## src/rtl/mqsd_shortest.sv

```systemverilog
`default_nettype none
module mqsd_shortest #(
  parameter int unsigned NUM_QUEUES = 8,
  parameter int unsigned CNT_W      = 5,
  parameter int unsigned QI_W       = 3,
  parameter int unsigned ACT_W      = 4
) (
  input  wire logic [NUM_QUEUES-1:0][CNT_W-1:0] counts,
  input  wire logic [ACT_W-1:0]                 act,
  output logic      [QI_W-1:0]                  best_idx,
  output logic      [CNT_W-1:0]                 best_len
);

  localparam int unsigned LEAVES = 1 << QI_W;
  localparam int unsigned KEY_W  = CNT_W + 1;

  logic [KEY_W-1:0] key  [2*LEAVES];
  logic [QI_W-1:0]  nidx [2*LEAVES];

  // Pairwise minimum tree; the left child holds the lower index and wins ties
  always_comb begin
    key[0]  = '0;
    nidx[0] = '0;
    for (int i = 0; i < LEAVES; i++) begin
      key[LEAVES+i]  = {1'b1, {CNT_W{1'b0}}};
      nidx[LEAVES+i] = QI_W'(i);
    end
    for (int i = 0; i < NUM_QUEUES; i++) begin
      if (ACT_W'(i) < act) begin
        key[LEAVES+i] = {1'b0, counts[i]};
      end
    end
    for (int n = LEAVES - 1; n >= 1; n--) begin
      if (key[2*n+1] < key[2*n]) begin
        key[n]  = key[2*n+1];
        nidx[n] = nidx[2*n+1];
      end else begin
        key[n]  = key[2*n];
        nidx[n] = nidx[2*n];
      end
    end
    best_idx = nidx[1];
    best_len = key[1][CNT_W-1:0];
  end

endmodule
`default_nettype wire

```

## config.mk

```make
export PLATFORM = sky130hd
export DESIGN_NAME = mqsd_shortest
export DESIGN_NICKNAME = d
export VERILOG_FILES = /design/src/rtl/mqsd_shortest.sv
export SDC_FILE = /design/constraint.sdc
export NUM_CORES = 1
export LEC_CHECK = 0
export BUFFER_PORTS_ARGS = -buffer_cell sky130_fd_sc_hd__buf_2
export CAP_MARGIN = 20
export CORE_MARGIN = 2
export CORE_UTILIZATION = 50
export DETAILED_ROUTE_END_ITERATION = 8
export PLACE_DENSITY_LB_ADDON = 0.1
export SLEW_MARGIN = 5
export SYNTH_ARGS = -nofsm -noshare
export SYNTH_HDL_FRONTEND = slang
export SYNTH_SLANG_ARGS = --single-unit
```

## constraint.sdc

```tcl
create_clock -name vclk -period 10.2
set_input_delay 0 -clock vclk [all_inputs]
set_output_delay 0 -clock vclk [all_outputs]
set_load 0.03 [all_outputs]
```

Word-level counts from Yosys, hierarchy flattened:

Index checks and enable logic that the tools add are counted.

* order comparisons: 15
* multiplexer cells: 22

Operator list (number)
* 6-bit two-way mux: 14
* 6-bit less-than comparator: 7
* 3-bit by 4-bit less-than comparator with 1-bit output (first input constant): 4
* 3-bit two-way mux: 3
* 1-bit by 4-bit less-than comparator with 1-bit output (first input constant): 2
* 2-bit by 4-bit less-than comparator with 1-bit output (first input constant): 2
* 5-bit two-way mux: 1
* 1-bit two-way mux: 4

* output and inout bits: 8
* register bits: 0

Logic depth before layout (Yosys ltp):

Gate-level depths: netlist of run 1.

* depth after elaboration: 8
* mapped depth: 30
* depth with buffers taken out: 27

Worst setup path before layout of run 1:

Ideal clock, no wire load.

* kind: input -> output
* start point: input act[3]
* end point: output best_len[4]
* arrival time: 5825 ps
* stages on the path: 29
* setup slack: 4375 ps
* buffers on the path: 5
* cells stage by stage: buf_2 -> buf_4 -> a211o_1 -> clkbuf_1 -> nand2_1 -> ha_1 -> or4b_1 -> o21ai_0 -> nor2_1 -> or3_1 -> clkbuf_1 -> nand3_1 -> o21ai_0 -> ha_1 -> a21o_1 -> a21o_1 -> o21ba_1 -> buf_4 -> mux2i_1 -> ha_1 -> a21o_1 -> a21o_1 -> a21oi_1 -> nor2b_1 -> nand2_1 -> nor4bb_4 -> nor3_4 -> inv_2 -> mux2i_1

* longest elaborated chain between the ends: 8

RTL lines
* from (decl): line 9 `input wire logic [ACT_W-1:0] act,`
* 3-bit by 4-bit less-than comparator with 1-bit output, or another cell as far along: line 29 `if (ACT_W'(i) < act) begin`
* 6-bit two-way mux: line 29
* 6-bit less-than comparator: line 34 `if (key[2*n+1] < key[2*n]) begin`
* 6-bit two-way mux: line 34
* 6-bit less-than comparator: line 34
* 6-bit two-way mux: line 34
* 6-bit less-than comparator: line 34
* 5-bit two-way mux (*): line 34
* to (decl): line 11 `output logic [CNT_W-1:0] best_len`

Every way passes the cells marked *; elsewhere a longest branch is shown, timed or not.

Worst setup path in the final report of run 1:

Ends and elaborated chain as after synthesis.

==> metrics.txt, run 1 <==
cell count after placement=368; diodes inserted=0; Final Cycle Share=58.0%; register area=0 um2; Syn Inst Count=approximately 280; Die Width=between 60 and 70 um; Crit Path Class=input pin to output pin; layout cell share with drive strength beyond 1=~23%; Rel. slew slack=59.1%; I/O pins=52; CP Capture Type=output pin; clkbuf count=0; max-slew violation count=0; Overall Power=about 0.3 mW; Residual DRC=0; number of global-route vias before repair=1816; largest net degree at the start of global routing=19; GRT Residual Overflow=0; 1st-pass router iterations=4; slew at the pin with the worst max-slew slack=~610 ps; ANT nets after route=0; Core ar.=approximately 3700 um2; post-CTS resize count=0; nets=398; min Tclk post-route=between 5000 and 6000 ps; Filler Cell Count=378; maximum capacitance violations=0; post-synth cell types=55; WP data required=10200 ps; placed inst area=2170 um2; worst slack at placement=approximately 4300 ps; initial antenna violation count=0; vertical die dimension=between 60 and 70 um; critical path's slowest cell=or4b_1; RSZ-0062 raised after global routing=false; fmax=approximately 170 MHz; gpl congestion=~0.90; IO Port Bufs=52; setup TNS=0 ps; Leak=1.23 nW; post-layout instance count excluding filler cells=about 370; first-pass GRT wire length=7.96 mm; cell mode on critical path=a21o_1; Synthesized Nets=around 350; FF+latch count=0; multi-input logic area=roughly 1700 um2; num rows=22; final setup fails=0; Largest stage delay, worst path=approximately 500 ps; Post-Layout Inst Area=2170 um2; detailed-route wire length per cell=12.9 um; # hold bufs at CTS=0; worst path buffer plus inverter count=3; GRT Util Overall=between 20% and 30%; synth warn=0; Area Overhead vs Synth=13.4%; vias per cell=5.68; Setup WS post-layout=roughly 4300 ps; postcts setup bufs=0; Cell Area, Synth=1910 um2; DR iter-0 viols=between 150 and 200; DRT Wirelength=between 4 and 5 mm; post-synthesis sequential area ratio=0%; status=completed; Starting Density=between 50% and 60%; vias=2091; die area=about 4300 um2; WP data arrival=around 5900 ps; Max VDD drop=approximately 0.10 mV; Hold Violations, Final=0; crit-path leading delay family=simple AND/OR/NAND/NOR gates; Final HPWL DP=approximately 4 mm; crit path launch type=input pin; Synth Area per Inst=roughly 6.9 um2; Power Dens Cells=roughly 140 nW/um2; crit path max fanout=18; Hold Crit Class=input pin to output pin
## cell usage after synthesis, drive strengths merged (3+ instances only)
master	count	area share, %
a21oi	15	3.9
inv	28	5.6
nor3b	3	1.4
ha	32	21
mux2i	12	6.3
a211o	3	1.4
a211oi	4	1.8
or2	3	0.98
nand2	47	9.2
and3	6	2.0
a31oi	10	3.3
nor3	6	2.2
and2	7	2.3
o21ai	21	5.7
mux2	7	5.3
a21o	12	5.1
nor2	14	2.8
buf	8	3.0
nand3	8	2.1
o211ai	3	1.2
## worst min-delay path, delay by kind of cell
family	cells	cell delay, ps
buf+inv	2	270
simple gates	1	80
compound gates	2	220
mux	1	150
## power breakdown
part,leakage [nW],switching [mW],internal [mW]
sequential,0,0,0
clock,0,0,0
combinational,1.23,0.179,0.125
## cells in the final DEF (no fill, tap or decap), types with 2 or more instances in the layout
| cell | instances |
|---|---|
| a211o_1 | 3 |
| a211oi_1 | 3 |
| a21o_1 | 11 |
| a21oi_1 | 15 |
| a31o_2 | 2 |
| a31oi_1 | 10 |
| and2_1 | 7 |
| and3_1 | 6 |
| buf_2 | 52 |
| ha_1 | 32 |
| inv_1 | 26 |
| mux2_4 | 6 |
| mux2i_1 | 12 |
| nand2_1 | 47 |
| nand3_1 | 8 |
| nand3b_1 | 2 |
| nor2_1 | 14 |
| nor2b_1 | 2 |
| nor3_1 | 5 |
| nor3b_1 | 2 |
| o211ai_1 | 3 |
| o21a_1 | 2 |
| o21ai_0 | 16 |
| o21ai_1 | 4 |
| or2_2 | 2 |
| or3_1 | 2 |
## per-stage QoR
| stage | hold WS, ps | util (%) |
|---|---|---|
| 2_1_floorplan | 471 | - |
| 3_3_place_gp | 695 | 59.2 |
| 3_5_place_dp | 709 | 59.2 |
| 4_1_cts | 705 | 59.2 |
| 5_1_grt | 774 | 59.2 |
| 6_report | 717 | 59.2 |
## routing by layer
metal | share of wire [%] | global-route usage, % | wire length, um | vias to the layer above
li1 | - | - | - | 1097
met2 | 42 | 34.5 | 1980 | 56
met4 | 0.19 | 0.521 | 9 | 0
met3 | 5.7 | 1.02 | 273 | 2
met5 | 0 | 0 | 0 | -
met1 | 52 | 34.6 | 2490 | 936
## cell families after synthesis
kind of cell	synth area share, %
buffers and inverters	9.04
multiplexers	11.6
AO/OA/AOI/OAI	30.4
adder cells (fa/ha/maj)	21.0
AND/OR/NAND/NOR	28.0
## final timing paths
path / start / end / depth (start not counted)
worst max-delay path: act[3] / best_len[4] / 26
worst min-delay path: counts[30] / best_len[0] / 6
## area by class of cell
type / count / area share, %
multi-input combinational: 240 / 80.2
timing repair buffer: 52 / 12.0
inverter: 28 / 4.97
tap: 48 / 2.77
Note: power is estimated with default switching activity, not from simulation.
==> inputs of run 2 (changes only) <==
- clock period: 10.2 -> 4.78 ns (I/O delays scaled with it)
==> run 2 against run 1 <==
Against the previous run: final area is 61% higher; final cell count rose by 27%; critical path type unchanged; total power increased to 4.2 times the previous value; the flow now finishes with violations (setup timing); global-route usage increased by 9.9 points; sequential share of layout area unchanged; combinational power rose to 4.2 times the previous value; worst setup slack worse by 4800 ps.
==> metrics.txt, run 2 (synthesis results as in run 1) <==
status=finished, violations left; failing checks=setup timing; min Tclk post-route=around 5300 ps; Overall Power=roughly 1.3 mW; most frequent cells in the layout=96 x buf_4, 42 x buf_2, 38 x nand2_1; Hold Violations, Final=0; CP Capture Type=output pin; Hold Path End=best_len[0]; cell count after placement=between 400 and 500; Starting Density=between 50 and 60%; clkbuf count=0; diodes inserted=0; Die Width=around 66 um; nets=498; gpl congestion=~0.93; post-layout util=a little over nine tenths; FF+latch count=0; DR iter-0 viols=~340; detailed-route wire length per cell=~25 um; first-pass GRT wire length=~11 mm; Crit Path Class=input pin to output pin; IO Port Bufs=52; layout cell share with drive strength beyond 1=a little under 60%; most common cell after layout, fill and taps aside=buf_4; fmax=approximately 190 MHz; Final Cycle Share=111%; WP data arrival=roughly 5300 ps; die area=4330 um2; Rel. slew slack=between 60 and 70%; GRT Util Overall=a little under a third; ANT nets after route=0; slew at the pin with the worst max-slew slack=approximately 560 ps; register area=0 um2; GRT Residual Overflow=0; number of global-route vias before repair=2567; min-delay src=counts[30]; DRT Wirelength=between 10 and 15 mm; worst slack at placement=-535 ps; RSZ-0062 raised after global routing=true; # hold bufs at CTS=0; Power Dens Cells=363 nW/um2; worst path buffer plus inverter count=6; post-layout instance count excluding filler cells=about 470; Setup WS post-layout=-512 ps; maximum capacitance violations=0; Residual DRC=0; I/O pins=52; Core ar.=about 3700 um2; crit path launch type=input pin; vias=approximately 3300; crit path max fanout=7; vias per cell=6.99; max-slew violation count=0; hold depth=6; Max VDD drop=0.354 mV; num rows=22; Hold Crit Class=input pin to output pin; final setup fails=8; Area Overhead vs Synth=83.0%; Filler Cell Count=between 90 and 100; WP data required=~4800 ps; critical path's slowest cell=nor4bb_4; crit-path leading delay family=compound AO/OA/AOI/OAI gates; Hold WS=just under 800 ps; Leak=~1.8 nW; vertical die dimension=65.8 um; initial antenna violation count=0; cell mode on critical path=nand2_1; Largest stage delay, worst path=~390 ps; largest net degree at the start of global routing=14; 1st-pass router iterations=7; Final HPWL DP=between 4 and 5 mm
-- run 2: power breakdown --
part / switching, mW / leakage [nW] / internal, mW / total, mW
logic: 0.652 / 1.77 / 0.618 / 1.27
registers: 0 / 0 / 0 / 0
clock network: 0 / 0 / 0 / 0
-- run 2: worst max-delay path by stage --
stage	start	slack (ps)	end	cells after the start
6_report	act[1]	-510	best_len[4]	28
5_1_grt	act[1]	-650	best_len[4]	28
4_1_cts	act[2]	-160	best_len[2]	25
3_5_place_dp	act[2]	-530	best_len[4]	26
3_3_place_gp	act[2]	-360	best_len[4]	28
2_1_floorplan	act[3]	-310	best_len[4]	29
-- run 2: area by class of cell --
class                      instances  area, um2  share of cell area, %
inverter                          28        110                   3.15
tap                               48       60.1                   1.72
timing repair buffer             152       1100                   31.4
multi-input combinational        240       2230                   63.8
-- run 2: stage by stage --
step | TNS, ps | cell area, um2
final | -3700 | 3500
after global placement | -2330 | 2830
after detailed placement | -3660 | 2830
after CTS | -899 | 3060
after floorplan | -1290 | 2030
after global routing | -4710 | 3500
-- run 2: repair_timing --
action | CTS | global route
endpoints found under the setup margin | 8 | 8
setup buffers | 5 | 17
pin swaps | 14 | 21
resized for setup | 49 | 63
-- run 2: layer usage --
metal | global-route usage [%] | vias up | wire length [um]
met4 | 5.21 | 0 | 1140
met1 | 40.1 | 1491 | 3990
met3 | 3.24 | 125 | 1270
met5 | 0 | - | 0
li1 | - | 1301 | -
met2 | 58.8 | 352 | 5100
==> inputs of run 3 (changes only) <==
- CELL_PAD_IN_SITES_DETAIL_PLACEMENT: not set -> 0
- CELL_PAD_IN_SITES_GLOBAL_PLACEMENT: not set -> 1
- CORE_UTILIZATION: 50 -> 33
==> run 3 against run 2 <==
Against the previous run: the flow still finishes with violations (setup timing); first-iteration DRC count shrank 84%; count of clock-buffer cells in the layout is the same; routed wire length shrank 43%; utilization shrank 34 points.
==> metrics.txt, run 3 (synthesis results as in run 1) <==
Die Width=between 80 and 90 um; max-slew violation count=0; layout cell share with drive strength beyond 1=between 50% and 60%; Pint=roughly 0.57 mW; gpl congestion=about 0.86; sw frac=a little under half; number of global-route vias before repair=approximately 2400; nets=505; most common cell after layout, fill and taps aside=buf_4; # hold bufs at CTS=0; M2 GR Usage=between 30 and 40%; Largest stage delay, worst path=around 520 ps; clkbuf count=0; fmax=just under 200 MHz; Overall Power=between 1 and 1.5 mW; Setup WS post-layout=-298 ps; WP data arrival=between 5000 and 6000 ps; Starting Density=between 30 and 40%; critical path's slowest cell=or4b_4; first-pass GRT wire length=between 10 and 15 mm; Rel. slew slack=66.0%; vias=about 2500; Final Cycle Share=106%; Residual DRC=0; final setup fails=8; vertical die dimension=about 80 um; Switching Power=0.512 mW; RSZ-0062 raised after global routing=true; die area=6410 um2; worst path buffer plus inverter count=4; Hold Crit Class=input pin to output pin; Area Overhead vs Synth=78.2%; largest net degree at the start of global routing=14; vias per cell=between 5 and 6; Gate power share=100.0%; global routing usage on met1=29.0%; min Tclk post-route=approximately 5100 ps; Leak=approximately 1.8 nW; failing checks=setup timing; placed inst area=2920 um2; GRT Util Overall=between 10% and 20%; detailed-route wire length per cell=13.2 um; met3 Usage GRT=0.225%; Most Crowded Layer GR=met2; diodes inserted=0; power share of the clock group=0%; initial antenna violation count=0; register area=0 um2; 1st-pass router iterations=4; Final HPWL DP=between 5 and 6 mm; Post-Layout Inst Area=~3400 um2; setup TNS=-1930 ps; FF+latch count=0; crit-path leading delay family=simple AND/OR/NAND/NOR gates; crit path launch type=input pin; most frequent cells in the layout=105 x buf_4, 42 x nand2_1, 42 x buf_2; WP data required=around 4800 ps; slew at the pin with the worst max-slew slack=508 ps; IO Port Bufs=52; worst slack at placement=-616 ps; crit path max fanout=6; ANT nets after route=0; Sequential Power Share=0%; I/O pins=52; cell mode on critical path=a21o_1; Crit Path Class=input pin to output pin; maximum capacitance violations=0; status=finished, violations left; CP Capture Type=output pin; Hold Violations, Final=0; GRT Residual Overflow=0; Max VDD drop=roughly 0.25 mV; DRT Wirelength=~6.6 mm; num rows=27; DR iter-0 viols=55; Core ar.=between 5000 and 6000 um2; Power Dens Cells=317 nW/um2
[run 3: routing by layer]
layer | vias to the layer above | wire length (um)
met3 | 0 | 165
met4 | 0 | 0
met1 | 1158 | 3350
met2 | 35 | 3060
met5 | - | 0
li1 | 1316 | -
[run 3: cell type report]
class                      instances  area, um2
inverter                          28        113
timing repair buffer             159       1140
tap                               72       90.1
fill                             531       2140
multi-input combinational        240       2060
[run 3: worst paths after layout]
check | from | to | slack [ps] | depth (start not counted)
max | act[3] | best_len[2] | -300 | 26
min | counts[30] | best_len[0] | 670 | 6
[run 3: timing repair]
| item | in CTS | in global routing |
|---|---|---|
| setup buffers | 14 | 7 |
| pin swaps | 9 | 11 |
| setup endpoints to repair | 8 | 8 |
| hold endpoints to repair | 0 | 0 |
| resized for setup | 43 | 32 |
[run 3: through the flow]
step	util [%]	hold WS, ps	instances
6_report	61.4	674	499
5_1_grt	61.4	717	499
4_1_cts	57.7	689	493
3_5_place_dp	52.8	690	479
3_3_place_gp	52.8	704	479
2_1_floorplan	-	470	278
[run 3: tightest hold or removal path, stage by stage]
cell     delay (ps)
buf_2           100
nand2_1          70
o21ai_1         100
mux2i_1         180
a21oi_2          80
buf_6           130
[run 3: power groups by stage]
stage	sequential, mW	combinational, mW	clock (mW)
floorplan	0	0.557	0
global placement	0	0.840	0
detailed placement	0	0.845	0
CTS	0	0.976	0
global route	0	1.17	0
finish	0	1.08	0
